File: src/hw/rtl/pmm_pkg.sv
// ----------------------------------------------------------------------------
// pmm_pkg: shared types and constants of the pin matrix modulator
// sample, term and result types, cell op codes, register indexes, widths
// ----------------------------------------------------------------------------
`default_nettype none

package pmm_pkg;

   localparam int N_CH      = 3;
   localparam int N_CELL    = N_CH * N_CH;
   localparam int N_PAIR    = 6;
   localparam int SAMPLE_W  = 16;
   localparam int PROD_W    = 2 * SAMPLE_W;
   localparam int TERM_W    = 22;
   localparam int SUM_W     = 24;
   localparam int OUT_W     = 24;
   localparam int FRAC_BITS = 10;

   localparam int TOP_OPS_W = 2 * N_CELL;
   localparam int MASK_W    = N_CELL;
   localparam int ADDR_W    = 3;
   localparam int DATA_W    = 32;

   // divide by three: q = (mag * RECIP3) >> RECIP_SHIFT, exact for mag < 2**23
   localparam int MAG_W       = 22;
   localparam int RECIP_SHIFT = 23;
   localparam logic [MAG_W-1:0] RECIP3 = MAG_W'(2796203);
   localparam int QUOT_W      = 2 * MAG_W - RECIP_SHIFT;

   // cell op codes
   localparam logic [1:0] OP_NONE = 2'd0;
   localparam logic [1:0] OP_ADD  = 2'd1;
   localparam logic [1:0] OP_SUB  = 2'd2;
   localparam logic [1:0] OP_MUL  = 2'd3;

   // register indexes
   localparam logic REG_TOP_OPS     = 1'b0;
   localparam logic REG_BOTTOM_MASK = 1'b1;

   // unordered channel pairs: products a_i * a_j are shared by cells (i,j) and (j,i)
   localparam int PAIR_LO [N_PAIR] = '{0, 0, 0, 1, 1, 2};
   localparam int PAIR_HI [N_PAIR] = '{0, 1, 2, 1, 2, 2};
   localparam int CELL_PAIR [N_CELL] = '{0, 1, 2, 1, 3, 4, 2, 4, 5};

   typedef logic signed [SAMPLE_W-1:0] sample_type;
   typedef logic signed [TERM_W-1:0]   term_type;
   typedef logic signed [SUM_W-1:0]    sum_type;
   typedef logic signed [OUT_W-1:0]    out_type;

   typedef struct packed {
      sample_type [N_CH-1:0] top;
      sample_type [N_CH-1:0] bot;
   } frame_type;

   typedef struct packed {
      logic [TOP_OPS_W-1:0] top_ops;
      logic [MASK_W-1:0]    bottom_mask;
   } cfg_type;

   typedef struct packed {
      term_type   [N_CELL-1:0] top;
      sample_type [N_CELL-1:0] bot;
   } terms_type;

   typedef struct packed {
      out_type [N_CH-1:0] top_row;
      out_type            top_total;
      out_type [N_CH-1:0] bot_row;
      out_type            bot_total;
   } result_type;

endpackage

`default_nettype wire

File: src/hw/rtl/pmm_cell.sv
// ----------------------------------------------------------------------------
// pmm_cell: matrix cell stage
// forms the nine top cell terms and nine masked bottom terms, registered
// ----------------------------------------------------------------------------
`default_nettype none

module pmm_cell (
   input  wire logic                 clock,
   input  wire logic                 reset,
   input  wire logic                 in_valid,
   input  wire pmm_pkg::frame_type   frame,
   input  wire pmm_pkg::cfg_type     cfg,
   output logic                      out_valid,
   output pmm_pkg::terms_type        terms
);
   import pmm_pkg::*;

   sample_type              ta [N_CH];
   sample_type              tb [N_CH];
   logic signed [PROD_W-1:0] prod [N_PAIR];
   terms_type               terms_in, terms_ff;
   logic                    valid_ff;

   always_comb begin
      for (int i = 0; i < N_CH; i++) begin
         ta[i] = frame.top[i];
         tb[i] = frame.bot[i];
      end
      // six distinct products cover all nine cells
      for (int p = 0; p < N_PAIR; p++) begin
         prod[p] = PROD_W'(ta[PAIR_LO[p]]) * PROD_W'(ta[PAIR_HI[p]]);
      end
   end

   always_comb begin
      int                       k;
      logic [1:0]               code;
      logic signed [PROD_W-1:0] shifted;
      k        = 0;
      code     = OP_NONE;
      shifted  = '0;
      terms_in = '0;
      for (int i = 0; i < N_CH; i++) begin
         for (int j = 0; j < N_CH; j++) begin
            k       = i * N_CH + j;
            code    = cfg.top_ops[2*k +: 2];
            // arithmetic shift floors toward minus infinity
            shifted = prod[CELL_PAIR[k]] >>> FRAC_BITS;
            case (code)
               OP_ADD:  terms_in.top[k] = TERM_W'(ta[i]) + TERM_W'(ta[j]);
               OP_SUB:  terms_in.top[k] = TERM_W'(ta[i]) - TERM_W'(ta[j]);
               OP_MUL:  terms_in.top[k] = shifted[TERM_W-1:0];
               default: terms_in.top[k] = '0;
            endcase
            terms_in.bot[k] = cfg.bottom_mask[k] ? tb[j] : '0;
         end
      end
   end

   always_ff @(posedge clock) begin
      if (reset) begin
         valid_ff <= 1'b0;
      end else begin
         valid_ff <= in_valid;
      end
   end

   always_ff @(posedge clock) begin
      terms_ff <= terms_in;
   end

   assign out_valid = valid_ff;
   assign terms     = terms_ff;

endmodule

`default_nettype wire

File: config.mk
export PLATFORM = sky130hd
export DESIGN_NAME = pmm_cell
export DESIGN_NICKNAME = d
export VERILOG_FILES = /design/src/hw/rtl/pmm_pkg.sv /design/src/hw/rtl/pmm_cell.sv
export SDC_FILE = /design/constraint.sdc
export NUM_CORES = 2
export LEC_CHECK = 0
export BUFFER_PORTS_ARGS = -buffer_cell sky130_fd_sc_hd__buf_2
export CORE_UTILIZATION = 55
export DETAILED_ROUTE_END_ITERATION = 10
export PLACE_DENSITY = 0.76
export SLEW_MARGIN = 15
export SYNTH_ARGS = -nofsm -noshare
export SYNTH_HDL_FRONTEND = slang
export SYNTH_SLANG_ARGS = --single-unit
File: constraint.sdc
create_clock -name clock -period 6.9 [get_ports clock]
set_input_delay 1.035 -clock clock [delete_from_list [all_inputs] [get_ports clock]]
set_output_delay 1.035 -clock clock [all_outputs]
set_load 0.01 [all_outputs]
==> run summary <==
Antenna Nets Post-Route - 0
Slowest cell on crit path - fa_1
routed via count - 58806
GRT overflow - 0
Setup crit start kind - input port
Hold Path Origin - reset
Rel. slew slack - 0.182
initial antenna violation count - 11
hold-critical path depth - 2
outcome - completed
synthesis-to-layout area growth - 19.0%
total CTS buffers - 39
I/O Pins - 469
largest net degree at the start of global routing - 24
most numerous cell on the critical path - fa_1
Crit. End Element - register
post-synth cell types - 89
Crit path max-delay family - adder cells
Final Worst Setup Slack - 0.186 ns
fin crit period - 6.71 ns
DIE HEIGHT - 360 um
Max FO, Critical Path - 8
H-tree depth reported by CTS - 2
Cell Rows - 130
Net Count, Synth - 10142
Final Hold Viols - 0
CTS tree - yes
pre-CTS setup slack - -0.495 ns
ys async rst share - 0
vias per cell - 5.48
syn_area_per_cell - 8.94 sq um
first-pass GRT wire length - 344 mm
PortBufs - 468
vias in the first global route - 63710
Non-Filler Instances - 10723
placed cell count - 10643
Primary FF master, synth - dfxtp_1
Seq/Total Area, Yosys - 0.0975
layout cells sized above 1 - 0.177
First-pass DRT Iterations - 8
HPWL after DPL - 183 mm
worst endpoint data arrival time - 7.22 ns
most frequent cell after synthesis - inv_1
fin area - 0.0838 sq mm
routability congestion estimate - 1.00
Mapped Area - 0.0704 sq mm
Setup violations, final - 0
clock buffer depth - 3
post-synth top area share - 0.428
Avg WL per Cell - 20.2 um
Final Cycle Share - 0.973
most instantiated cells after synthesis - inv_1 (1934), fa_1 (1507), nor2_1 (764)
max-cap viol count - 0
core box area - 0.126 sq mm
Nets - 11301
Critical Path, Cell by Cell - buf_2, buf_4, ha_1, inv_1, fa_1, inv_1, fa_1, fa_1, fa_1, fa_1, inv_1, fa_1, inv_1, ha_1, o21a_1, o211ai_1, a31oi_1, a32o_1, a31oi_2, buf_4, a2111oi_2, o21ai_1, a21oi_1, o31ai_1
Synth area leader - fa_1
drc violations - 0
Starting DRT DRC Count - 4297
Crit Path Category - input port to register
Synth area leaders - fa_1 (43%), ha_1 (11%), inv_1 (10%)
WHS - 0.568 ns
Initial Util - 0.557
Hold EP - out_valid
worst min path class - input port to register
Total Wirelength - 217 mm
Slew Limit Fails - 0
peak per-stage delay on the critical path - 0.58 ns
Worst-path clk slew - 0.06 ns
Total GRT Usage - 0.341
number of synthesized flops with an enable pin - 0
placed inst area - 0.0823 sq mm
WP buf/inv - 7
#FFs+latches synth - 343
Worst Tran Pin Value - 1.22 ns
Die Area - 0.130 sq mm
root buffer cell - clkbuf_16
max frequency - 0.149 GHz
Worst EP required - 7.40 ns
CTS Sinks - 343
Post-Synthesis Cells - 7876
Die Wd - 360 um
Ys Warns - 0
per-layer routing:
metal | routed length [um] | track usage
met5 | 46 | 0
met4 | 13500 | 0.178
met3 | 19500 | 0.0697
met2 | 105000 | 0.580
met1 | 78800 | 0.409
metrics by stage:
stage | util | TNS [ns]
floorplan | - | -0.00271
global placement | 0.651 | -19.93
detailed placement | 0.651 | -31.91
CTS | 0.662 | 0
global route | 0.663 | -0.00392
finish | 0.663 | 0
cells in the final DEF, fill, tap and decap left out, drive strengths merged, types with 81 or more instances in the layout:
cell type | synthesis | final
nand2 | 708 | 708
a21oi | 199 | 199
inv | 1937 | 1940
ha | 633 | 633
dfxtp | 343 | 343
a21o | 81 | 81
and2 | 166 | 166
xnor2 | 157 | 157
nor2 | 764 | 764
fa | 1507 | 1507
o21ai | 189 | 189
buf | 70 | 1453
area by class of cell:
class / instances / area, sq um
diodes: 8 / 20.0
clock buffers: 51 / 1050
clock inverters: 20 / 329
fillers: 10082 / 42600
inverters: 1948 / 7320
multi-input cells: 5247 / 55200
flip-flops and latches: 343 / 6870
well taps: 1650 / 2060
repair buffers: 1456 / 11000
registers in the layout, summed over array words and instances (netlist names):
name / flops
terms: 342
out_valid: 1
cells by family (layout without fill, tap and decap cells):
family | Yosys count | in the layout | share of synthesized area
buf+inv | 2286 | 3475 | 0.122
compound gates | 905 | 905 | 0.0865
mux | 41 | 41 | 0.00597
fa+ha+maj | 2140 | 2140 | 0.541
other cells | 0 | 8 | 0
xor+xnor | 234 | 234 | 0.0291
simple gates | 1927 | 1927 | 0.118
flops | 343 | 343 | 0.0975
worst max path at each step:
| stage | from | end | depth (start not counted) |
|---|---|---|---|
| floorplan | frame[91] | terms[274] | 23 |
| global placement | frame[72] | terms[187] | 24 |
| detailed placement | frame[55] | terms[187] | 23 |
| CTS | frame[55] | terms[187] | 23 |
| global route | frame[84] | terms[209] | 24 |
| finish | frame[56] | terms[187] | 24 |
timing repair:
| item | in CTS | in global routing |
|---|---|---|
| gates resized for setup | 0 | 35 |
| hold buffers | 0 | 0 |
| buffers inserted | 0 | 1 |
| setup endpoints to repair | 0 | 38 |
Power is not shown: default switching activity piles up to over one toggle a cycle in this logic, so the estimate is an artifact.
