**src/hw/rtl/pmm_pkg.sv**
```systemverilog
// ----------------------------------------------------------------------------
// pmm_pkg: shared types and constants of the pin matrix modulator
// sample, term and result types, cell op codes, register indexes, widths
// ----------------------------------------------------------------------------
`default_nettype none

package pmm_pkg;

   localparam int N_CH      = 3;
   localparam int N_CELL    = N_CH * N_CH;
   localparam int N_PAIR    = 6;
   localparam int SAMPLE_W  = 16;
   localparam int PROD_W    = 2 * SAMPLE_W;
   localparam int TERM_W    = 22;
   localparam int SUM_W     = 24;
   localparam int OUT_W     = 24;
   localparam int FRAC_BITS = 10;

   localparam int TOP_OPS_W = 2 * N_CELL;
   localparam int MASK_W    = N_CELL;
   localparam int ADDR_W    = 3;
   localparam int DATA_W    = 32;

   // divide by three: q = (mag * RECIP3) >> RECIP_SHIFT, exact for mag < 2**23
   localparam int MAG_W       = 22;
   localparam int RECIP_SHIFT = 23;
   localparam logic [MAG_W-1:0] RECIP3 = MAG_W'(2796203);
   localparam int QUOT_W      = 2 * MAG_W - RECIP_SHIFT;

   // cell op codes
   localparam logic [1:0] OP_NONE = 2'd0;
   localparam logic [1:0] OP_ADD  = 2'd1;
   localparam logic [1:0] OP_SUB  = 2'd2;
   localparam logic [1:0] OP_MUL  = 2'd3;

   // register indexes
   localparam logic REG_TOP_OPS     = 1'b0;
   localparam logic REG_BOTTOM_MASK = 1'b1;

   // unordered channel pairs: products a_i * a_j are shared by cells (i,j) and (j,i)
   localparam int PAIR_LO [N_PAIR] = '{0, 0, 0, 1, 1, 2};
   localparam int PAIR_HI [N_PAIR] = '{0, 1, 2, 1, 2, 2};
   localparam int CELL_PAIR [N_CELL] = '{0, 1, 2, 1, 3, 4, 2, 4, 5};

   typedef logic signed [SAMPLE_W-1:0] sample_type;
   typedef logic signed [TERM_W-1:0]   term_type;
   typedef logic signed [SUM_W-1:0]    sum_type;
   typedef logic signed [OUT_W-1:0]    out_type;

   typedef struct packed {
      sample_type [N_CH-1:0] top;
      sample_type [N_CH-1:0] bot;
   } frame_type;

   typedef struct packed {
      logic [TOP_OPS_W-1:0] top_ops;
      logic [MASK_W-1:0]    bottom_mask;
   } cfg_type;

   typedef struct packed {
      term_type   [N_CELL-1:0] top;
      sample_type [N_CELL-1:0] bot;
   } terms_type;

   typedef struct packed {
      out_type [N_CH-1:0] top_row;
      out_type            top_total;
      out_type [N_CH-1:0] bot_row;
      out_type            bot_total;
   } result_type;

endpackage

`default_nettype wire

```
**src/hw/rtl/pmm_csr.sv**
```systemverilog
// ----------------------------------------------------------------------------
// pmm_csr: configuration registers
// apb-style write and read of the top op codes and the bottom mask
// ----------------------------------------------------------------------------
`default_nettype none

module pmm_csr (
   input  wire logic                         clock,
   input  wire logic                         reset,
   input  wire logic                         psel,
   input  wire logic                         penable,
   input  wire logic                         pwrite,
   input  wire logic [pmm_pkg::ADDR_W-1:0]   paddr,
   input  wire logic [pmm_pkg::DATA_W-1:0]   pwdata,
   output logic      [pmm_pkg::DATA_W-1:0]   prdata,
   output pmm_pkg::cfg_type                  cfg
);
   import pmm_pkg::*;

   logic [TOP_OPS_W-1:0] top_ops_ff, top_ops_in;
   logic [MASK_W-1:0]    mask_ff, mask_in;
   logic                 wr_en;
   logic                 reg_sel;

   // word address: byte offset bits are ignored
   assign reg_sel = paddr[ADDR_W-1];
   assign wr_en   = psel & penable & pwrite;

   always_comb begin
      top_ops_in = top_ops_ff;
      mask_in    = mask_ff;
      if (wr_en) begin
         case (reg_sel)
            REG_TOP_OPS:     top_ops_in = pwdata[TOP_OPS_W-1:0];
            REG_BOTTOM_MASK: mask_in    = pwdata[MASK_W-1:0];
            default: begin
               top_ops_in = top_ops_ff;
            end
         endcase
      end
   end

   always_ff @(posedge clock) begin
      if (reset) begin
         top_ops_ff <= '0;
         mask_ff    <= '0;
      end else begin
         top_ops_ff <= top_ops_in;
         mask_ff    <= mask_in;
      end
   end

   always_comb begin
      case (reg_sel)
         REG_TOP_OPS:     prdata = DATA_W'(top_ops_ff);
         REG_BOTTOM_MASK: prdata = DATA_W'(mask_ff);
         default:         prdata = '0;
      endcase
   end

   assign cfg.top_ops     = top_ops_ff;
   assign cfg.bottom_mask = mask_ff;

endmodule

`default_nettype wire

```
**config.mk**
```make
export PLATFORM = sky130hd
export DESIGN_NAME = pmm_csr
export DESIGN_NICKNAME = d
export VERILOG_FILES = /design/src/hw/rtl/pmm_pkg.sv /design/src/hw/rtl/pmm_csr.sv
export SDC_FILE = /design/constraint.sdc
export NUM_CORES = 1
export LEC_CHECK = 0
export ABC_AREA = 1
export ABC_CLOCK_PERIOD_IN_PS = 1000
export BUFFER_PORTS_ARGS = -buffer_cell sky130_fd_sc_hd__buf_2
export CORE_MARGIN = 5
export CORE_UTILIZATION = 42
export DETAILED_ROUTE_END_ITERATION = 8
export PLACE_DENSITY = 0.85
export SKIP_CTS_REPAIR_TIMING = 1
export SYNTH_ARGS = -nofsm -noshare
export SYNTH_HDL_FRONTEND = slang
export SYNTH_SLANG_ARGS = --single-unit
```
**constraint.sdc**
```tcl
create_clock -name clock -period 1 [get_ports clock]
set_input_delay 0.1 -clock clock [delete_from_list [all_inputs] [get_ports clock]]
set_output_delay 0.1 -clock clock [all_outputs]
set_load 0.005 [all_outputs]
```
==> flow_metrics.py, run 1 <==
metrics = {
    "run_status": {
        "status": "finished, violations left",
        "violations": "negative setup slack",
    },
    "drt": {
        "num_vias": 1505,
        "drtIter0Drc": 70,
        "viasPerCell": 4.32,
        "wire_per_inst_um": 10.3,
        "antenna_left": 0,
        "dr.pass1.iters": 4,
        "post-route-drc-count": 0,
        "wl_um": 3590,
    },
    "power_and_ir_drop": {
        "switchingPower_uw": 539,
        "swShare_pct": 27.3,
        "leakagePower_nw": 1.10,
        "combPwrFrac_pct": 18.8,
        "intPower_mw": 1.44,
        "powerDensity_nw_per_um2": 1030,
        "clkPwrFrac_pct": 23.1,
        "ir_drop_mv": 0.436,
        "p_total_mw": 1.98,
        "p_seq_share_pct": 58.1,
    },
    "sta": {
        "min_period_ns": 1.01,
        "final.setup.worst_slack_ns": -0.0144,
        "fin_crit_sh_pct": 101,
        "rsz0062_at_grt": "yes",
        "finalMaxSlewViolations": 0,
        "hold_viol_final": 0,
        "fmax_mhz": 986,
        "fin_tns_setup_ns": -0.0515,
        "fin_worst_skew_ns": 0,
        "setup_violations": 9,
    },
    "final_layout": {
        "final_nets": 343,
        "stdcell_count": 348,
        "antenna_cells": 0,
        "syn_to_final_growth_pct": 29.4,
        "drive_gt1_share_pct": 40.1,
    },
    "clock_network": {
        "clk_latency_ns": 0.31,
        "cts_buffer_depth": 2,
        "clock_sinks": 27,
        "clkTransAtPathRegs_ns": 0.14,
        "htreeDepth": 1,
        "cts_tree": "done",
        "cts_made_buffers": 3,
        "root_buffer": "clkbuf_4",
    },
    "synthesis": {
        "yosys.area_share.simple_pct": 42.9,
        "netlist_instances": 231,
        "synth_seq_cells": 27,
        "synthAdderAreaFrac_pct": 0,
        "synth-compound-area-share_pct": 0,
        "ys.warnings.count": 0,
        "seq_area_frac_synth_pct": 36.3,
        "synth_top_family_by_area": "simple AND/OR/NAND/NOR gates",
        "syn-cell-area_um2": 1490,
        "synthXorXnorAreaFrac_pct": 0,
        "yosysUniqueCellTypes": 16,
        "muxShareOfSynthArea_pct": 0,
        "avgSynthCellArea_um2": 6.44,
    },
    "setup_path": {
        "critPathMaxStageDelay_ns": 0.36,
        "critPathRequiredTime_ns": 0.90,
        "critPathTopFamily": "flip-flops",
        "cp_max_fo": 2,
        "critPathBufInv": 1,
        "cpMaxStageDelayCell": "dfxtp_2",
        "cp-end-kind": "output pin",
        "cp-start-kind": "register",
        "r2r_cells": 3,
        "crit_arrival_ns": 0.91,
        "crit_cells": 3,
        "path_class": "register to output pin",
        "path_cells": "nand2_1 > nand2_1 > buf_2",
        "path_common_cell": "nand2_1",
    },
    "place": {
        "dp_hpwl_um": 2610,
        "gp_congestion": 0.764,
        "dp.cells": 340,
        "place.port_buffers": 68,
    },
    "die": {
        "initial_utilization_pct": 43.9,
        "die_area_um2": 4830,
        "die_height_um": 69.5,
        "boundaryPins": 99,
        "core_area_um2": 3390,
        "num_rows": 21,
        "die_x_um": 69.5,
    },
    "grt": {
        "grt_util_all_layers_pct": 15.1,
        "first_global_vias": 1388,
        "antenna_found_initial": 0,
        "grt_overflow": 0,
        "grt_max_degree": 29,
        "grt_pass1_wl_um": 6150,
    },
    "min_path": {
        "holdCritPathClass": "primary input to register",
        "min_path_cells": 5,
    },
    "run": {
        "maxCapViolations": 0,
    },
}
layer usage:
layer	track usage, %	vias to the layer above	part of all wire (%)
li1	-	800	-
met3	2.17	4	6.4
met4	6.51	0	1.8
met5	0	-	0
met1	16.5	651	41
met2	28.4	50	51
worst min-delay path: stages:
cell,delay (ns)
buf_2,0.09
inv_1,0.04
nand3_1,0.06
nand2_1,0.06
nor2_1,0.03
per-stage QoR:
| stage | instance area [um2] | hold WS (ns) | util, % | setup WS [ns] |
|---|---|---|---|---|
| after floorplan | 1540 | 0.305 | - | 0.256 |
| after global placement | 1800 | 0.408 | 53.2 | 0.112 |
| after detailed placement | 1800 | 0.421 | 53.2 | 0.100 |
| after CTS | 1830 | 0.0863 | 53.9 | -0.0590 |
| after global routing | 1920 | 0.0894 | 56.8 | -0.0949 |
| final | 1920 | 0.0879 | 56.8 | -0.0144 |
power by group through the flow:
stage / logic [mW] / registers [mW] / clock network [mW]
2_1_floorplan: 0.254 / 1.17 / 0
3_3_place_gp: 0.348 / 1.16 / 0
4_1_cts: 0.354 / 1.14 / 0.466
5_1_grt: 0.426 / 1.15 / 0.519
6_report: 0.372 / 1.15 / 0.455
3_5_place_dp: 0.353 / 1.16 / 0
cell type report:
type	instances	area, um2
fill	358	1470
multi-input combinational	163	698
sequential	27	573
timing repair buffer	78	454
inverter	30	115
tap	46	57.6
clock buffer	4	26.3
registers in the layout (all words and copies together), names as in the netlist:
signal      flops
mask_ff         9
top_ops_ff     18
layout by cell type, fill, tap and decap left out, types with 2 or more instances in the layout:
cell type / Yosys / final
nand2_1: 55 / 53
buf_4: 14 / 7
conb_1: 1 / 14
nor2_1: 63 / 62
inv_2: 0 / 6
dfxtp_2: 0 / 26
buf_6: 6 / 5
inv_1: 28 / 22
buf_2: 2 / 65
nand2_2: 0 / 2
clkbuf_4: 0 / 3
nand3_1: 27 / 27
nor2_4: 2 / 2
final timing paths:
check | start | to | slack, ns
worst min-delay path | pwdata[9] | top_ops_ff[9] | 0.09
worst max-delay path | top_ops_ff[4] | prdata[4] | -0.01
worst min register to register | top_ops_ff[10] | top_ops_ff[10] | 0.50
worst max register to register | mask_ff[1] | mask_ff[1] | 0.31
logic make-up after synthesis:
| logic type | count (synthesis) |
|---|---|
| AND/OR/NAND/NOR | 149 |
| buffers and inverters | 54 |
| flip-flops | 27 |
| other | 1 |
cells in the mapped netlist:
library cell	number	share of area [%]
buf_1	1	0.25
nor2_1	63	16
conb_1	1	0.25
buf_2	2	0.67
dfxtp_1	27	36
nand3_1	27	9.1
nand3_4	1	1.2
nor2_8	1	1.3
inv_4	1	0.42
nand2_1	55	14
clkbuf_1	1	0.25
clkinv_1	1	0.25
buf_4	14	7.1
inv_1	28	7.1
buf_6	6	4.5
nor2_4	2	1.5
(Power assumes the default switching activity.)
==> inputs of run 2 (changes only) <==
--- a/config.mk
+++ b/config.mk
@@ -12,6 +12,7 @@
 export CORE_UTILIZATION = 42
 export DETAILED_ROUTE_END_ITERATION = 8
 export PLACE_DENSITY = 0.85
+export RECOVER_POWER = 25
 export SKIP_CTS_REPAIR_TIMING = 1
 export SYNTH_ARGS = -nofsm -noshare
 export SYNTH_HDL_FRONTEND = slang
==> flow_metrics.py, run 2 (synthesis gave the netlist of run 1 again) <==
metrics = {
    "run_status": {
        "status": "finished, violations left",
        "violations": "negative setup slack",
    },
    "grt": {
        "antenna_found_initial": 0,
        "grt_pass1_wl_um": 6150,
        "grt_util_all_layers_pct": 15.1,
        "first_global_vias": 1388,
        "grt_overflow": 0,
        "grt_max_degree": 29,
    },
    "power_and_ir_drop": {
        "ir_drop_mv": 0.436,
        "p_seq_share_pct": 58.1,
        "intPower_mw": 1.44,
        "combPwrFrac_pct": 18.8,
        "clkPwrFrac_pct": 23.1,
        "leakagePower_nw": 1.10,
        "swShare_pct": 27.3,
        "powerDensity_nw_per_um2": 1030,
        "switchingPower_uw": 539,
    },
    "run": {
        "maxCapViolations": 0,
    },
    "setup_path": {
        "critPathTopFamily": "flip-flops",
        "cp-start-kind": "register",
        "critPathRequiredTime_ns": 0.90,
        "cp-end-kind": "output pin",
        "critPathBufInv": 1,
        "critPathMaxStageDelay_ns": 0.36,
        "path_cells": "nand2_1 > nand2_1 > buf_2",
        "path_class": "register to output pin",
        "crit_arrival_ns": 0.91,
        "cpMaxStageDelayCell": "dfxtp_2",
        "path_common_cell": "nand2_1",
        "r2r_setup_slack_ns": 0.31,
        "cp_max_fo": 2,
    },
    "die": {
        "num_rows": 21,
        "die_area_um2": 4830,
        "boundaryPins": 99,
        "core_area_um2": 3390,
        "initial_utilization_pct": 43.9,
        "die_height_um": 69.5,
        "die_x_um": 69.5,
    },
    "place": {
        "placed_area_um2": 1800,
        "gp_congestion": 0.764,
        "dp_slack_ns": 0.100,
        "dp_hpwl_um": 2610,
        "place.port_buffers": 68,
    },
    "drt": {
        "post-route-drc-count": 0,
        "antenna_left": 0,
        "wl_um": 3590,
        "drtIter0Drc": 70,
        "viasPerCell": 4.32,
        "dr.pass1.iters": 4,
        "num_vias": 1505,
        "wire_per_inst_um": 10.3,
    },
    "sta": {
        "final.setup.worst_slack_ns": -0.0144,
        "hold_viol_final": 0,
        "fmax_mhz": 986,
        "setup_violations": 10,
        "fin_worst_skew_ns": 0,
        "fin_crit_sh_pct": 101,
        "rsz0062_at_grt": "yes",
        "min_period_ns": 1.01,
        "fin_tns_setup_ns": -0.0579,
        "hold_ws_ns": 0.0879,
        "finalMaxSlewViolations": 0,
    },
    "final_layout": {
        "mostFrequentLayoutCells": "65 x buf_2, 62 x nor2_1, 53 x nand2_1",
        "syn_to_final_growth_pct": 29.3,
        "utilization_pct": 56.7,
        "final_common_cell": "buf_2",
        "largest_reg_flops": 18,
        "drive_gt1_share_pct": 39.7,
        "antenna_cells": 0,
        "stdcell_area_um2": 1920,
        "regMostFlops": "top_ops_ff",
        "largestRegisters": "top_ops_ff: 18 flops, mask_ff: 9 flops",
        "final_nets": 343,
    },
    "clock_network": {
        "htreeDepth": 1,
        "clock_sinks": 27,
        "cts_made_buffers": 3,
        "cts_buffer_depth": 2,
        "clk_latency_ns": 0.31,
        "root_buffer": "clkbuf_4",
        "clkTransAtPathRegs_ns": 0.14,
        "cts_tree": "done",
    },
    "min_path": {
        "holdCritPathClass": "primary input to register",
    },
}
-- run 2: worst paths after layout --
check | cells past startpoint | startpoint | to
min reg2reg | 2 | top_ops_ff[10] | top_ops_ff[10]
max reg2reg | 3 | mask_ff[1] | mask_ff[1]
min | 5 | pwdata[9] | top_ops_ff[9]
max | 3 | top_ops_ff[4] | prdata[4]
-- run 2: power by group through the flow --
stage / Sequential (mW) / Clock, mW / Combinational, mW
2_1_floorplan: 1.17 / 0 / 0.254
3_3_place_gp: 1.16 / 0 / 0.348
3_5_place_dp: 1.16 / 0 / 0.353
4_1_cts: 1.14 / 0.466 / 0.354
5_1_grt: 1.15 / 0.519 / 0.426
6_report: 1.15 / 0.455 / 0.372
-- run 2: routing by layer --
layer	part of all wire, %	up-vias	track usage (%)
li1	-	800	-
met1	41	651	16.5
met2	51	50	28.4
met3	6.4	4	2.17
met4	1.8	0	6.51
met5	0	-	0
-- run 2: layout make-up --
cell class / instances / area [um2]
repair buffers: 78 / 454
clock buffers: 4 / 26.3
inverters: 30 / 115
flip-flops and latches: 27 / 572
well taps: 46 / 57.6
fillers: 358 / 1470
multi-input cells: 163 / 698
-- run 2: metrics by stage --
| step | power, mW | instances |
|---|---|---|
| floorplan | 1.42 | 244 |
| global placement | 1.51 | 340 |
| detailed placement | 1.52 | 340 |
| CTS | 1.96 | 344 |
| global route | 2.10 | 348 |
| finish | 1.97 | 348 |
-- run 2: tightest hold or removal path, stage by stage --
cell and delay [ns]:
buf_2 0.09, inv_1 0.04, nand3_1 0.06, nand2_1 0.06, nor2_1 0.03
==> inputs of run 3 (changes only) <==
--- a/config.mk
+++ b/config.mk
@@ -8,10 +8,13 @@
 export ABC_AREA = 1
 export ABC_CLOCK_PERIOD_IN_PS = 1000
 export BUFFER_PORTS_ARGS = -buffer_cell sky130_fd_sc_hd__buf_2
+export CELL_PAD_IN_SITES_DETAIL_PLACEMENT = 1
+export CELL_PAD_IN_SITES_GLOBAL_PLACEMENT = 2
 export CORE_MARGIN = 5
-export CORE_UTILIZATION = 42
+export CORE_UTILIZATION = 19
 export DETAILED_ROUTE_END_ITERATION = 8
-export PLACE_DENSITY = 0.85
+export GPL_TIMING_DRIVEN = 0
+export PLACE_DENSITY = 0.82
 export RECOVER_POWER = 25
 export SKIP_CTS_REPAIR_TIMING = 1
 export SYNTH_ARGS = -nofsm -noshare
==> flow_metrics.py, run 3 (synthesis gave the netlist of run 1 again) <==
metrics = {
    "run_status": {
        "status": "completed",
    },
    "drt": {
        "dr.pass1.iters": 4,
        "wire_per_inst_um": 12.0,
        "antenna_left": 0,
        "num_vias": 1577,
        "post-route-drc-count": 0,
        "drtIter0Drc": 16,
        "wl_um": 5010,
        "viasPerCell": 3.77,
    },
    "place": {
        "dp_hpwl_um": 3990,
        "gp_congestion": 0.739,
        "place.port_buffers": 68,
        "placed_area_um2": 2000,
        "dp.cells": 414,
        "dp_slack_ns": -0.0855,
    },
    "clock_network": {
        "cts_tree": "done",
        "clock_sinks": 27,
        "clkTransAtPathRegs_ns": 0.10,
        "cts_buffer_depth": 2,
        "clk_latency_ns": 0.27,
        "root_buffer": "clkbuf_8",
        "cts_made_buffers": 3,
        "htreeDepth": 1,
    },
    "power_and_ir_drop": {
        "leakagePower_nw": 1.18,
        "ir_drop_mv": 0.361,
        "p_total_mw": 2.22,
        "powerDensity_nw_per_um2": 1060,
    },
    "final_layout": {
        "drive_gt1_share_pct": 41.8,
        "largest_reg_flops": 18,
        "syn_to_final_growth_pct": 40.7,
        "largestRegisters": "top_ops_ff: 18 flops, mask_ff: 9 flops",
        "final_nets": 357,
        "fillers": 1011,
        "final_common_cell": "buf_2",
        "utilization_pct": 27.2,
        "regMostFlops": "top_ops_ff",
        "stdcell_area_um2": 2090,
        "antenna_cells": 0,
        "mostFrequentLayoutCells": "68 x buf_2, 62 x nor2_1, 52 x nand2_1",
        "stdcell_count": 418,
    },
    "setup_path": {
        "cp-end-kind": "output pin",
        "path_class": "register to output pin",
        "cp_max_fo": 3,
        "critPathRequiredTime_ns": 0.90,
        "cp-start-kind": "register",
        "crit_arrival_ns": 0.86,
    },
    "sta": {
        "fin_worst_skew_ns": 0,
        "fin_tns_setup_ns": 0,
        "final.setup.worst_slack_ns": 0.0369,
        "rsz0062_at_grt": "yes",
        "hold_ws_ns": 0.136,
        "min_period_ns": 0.963,
        "fmax_mhz": 1040,
        "fin_crit_sh_pct": 96.3,
        "finalMaxSlewViolations": 0,
        "setup_violations": 0,
        "hold_viol_final": 0,
    },
    "grt": {
        "grt_overflow": 0,
        "grt_util_all_layers_pct": 10.4,
        "grt_max_degree": 16,
        "first_global_vias": 1624,
        "antenna_found_initial": 0,
        "grt_pass1_wl_um": 8220,
    },
    "run": {
        "maxCapViolations": 0,
    },
    "die": {
        "num_rows": 32,
        "core_area_um2": 7690,
        "die_x_um": 98.5,
        "initial_utilization_pct": 19.4,
        "die_height_um": 98.5,
        "die_area_um2": 9700,
        "boundaryPins": 99,
    },
    "min_path": {
        "holdCritPathClass": "primary input to register",
    },
}
[run 3: cell types whose count changed in the layout (fill, tap and decap cells not counted), moves of 2 or more]
cell      before  now
buf_4          7   16
buf_2         65   68
clkbuf_8       0    3
clkbuf_4       3    1
dfxtp_1        2    4
dfxtp_2       25   23
[run 3: layout make-up]
| class | count | area (um2) | area share (%) |
|---|---|---|---|
| well taps | 102 | 128 | 6.10 |
| inverters | 30 | 118 | 5.62 |
| repair buffers | 69 | 348 | 16.6 |
| clock inverters | 1 | 5.00 | 0.239 |
| flip-flops and latches | 27 | 569 | 27.2 |
| multi-input cells | 163 | 701 | 33.5 |
| plain buffers | 23 | 184 | 8.79 |
| clock buffers | 3 | 41.3 | 1.97 |
[run 3: final timing paths]
path,start,endpoint,slack [ns],cells past startpoint
worst min register to register,top_ops_ff[10],top_ops_ff[10],0.50,2
worst max register to register,top_ops_ff[11],top_ops_ff[11],0.40,2
worst min-delay path,pwdata[10],top_ops_ff[10],0.14,5
worst max-delay path,mask_ff[2],prdata[2],0.04,3
[run 3: routing by layer]
| layer | share of wire, % | GRT usage, % |
|---|---|---|
| met1 | 43 | 12.6 |
| met3 | 4.1 | 1.63 |
| met5 | 0 | 0 |
| met4 | 1.3 | 3.47 |
| met2 | 51 | 18.6 |
[run 3: where the power goes]
part	switching, mW	leakage, nW	total (mW)	internal (mW)
Combinational	0.238	0.923	0.428	0.190
Sequential	0.0292	0.230	1.15	1.12
Clock	0.363	0.0255	0.642	0.280
[run 3: critical path: stages (launching register included)]
cell	delay, ns
dfxtp_2	0.37
nand2_1	0.07
nand2_2	0.05
buf_2	0.11
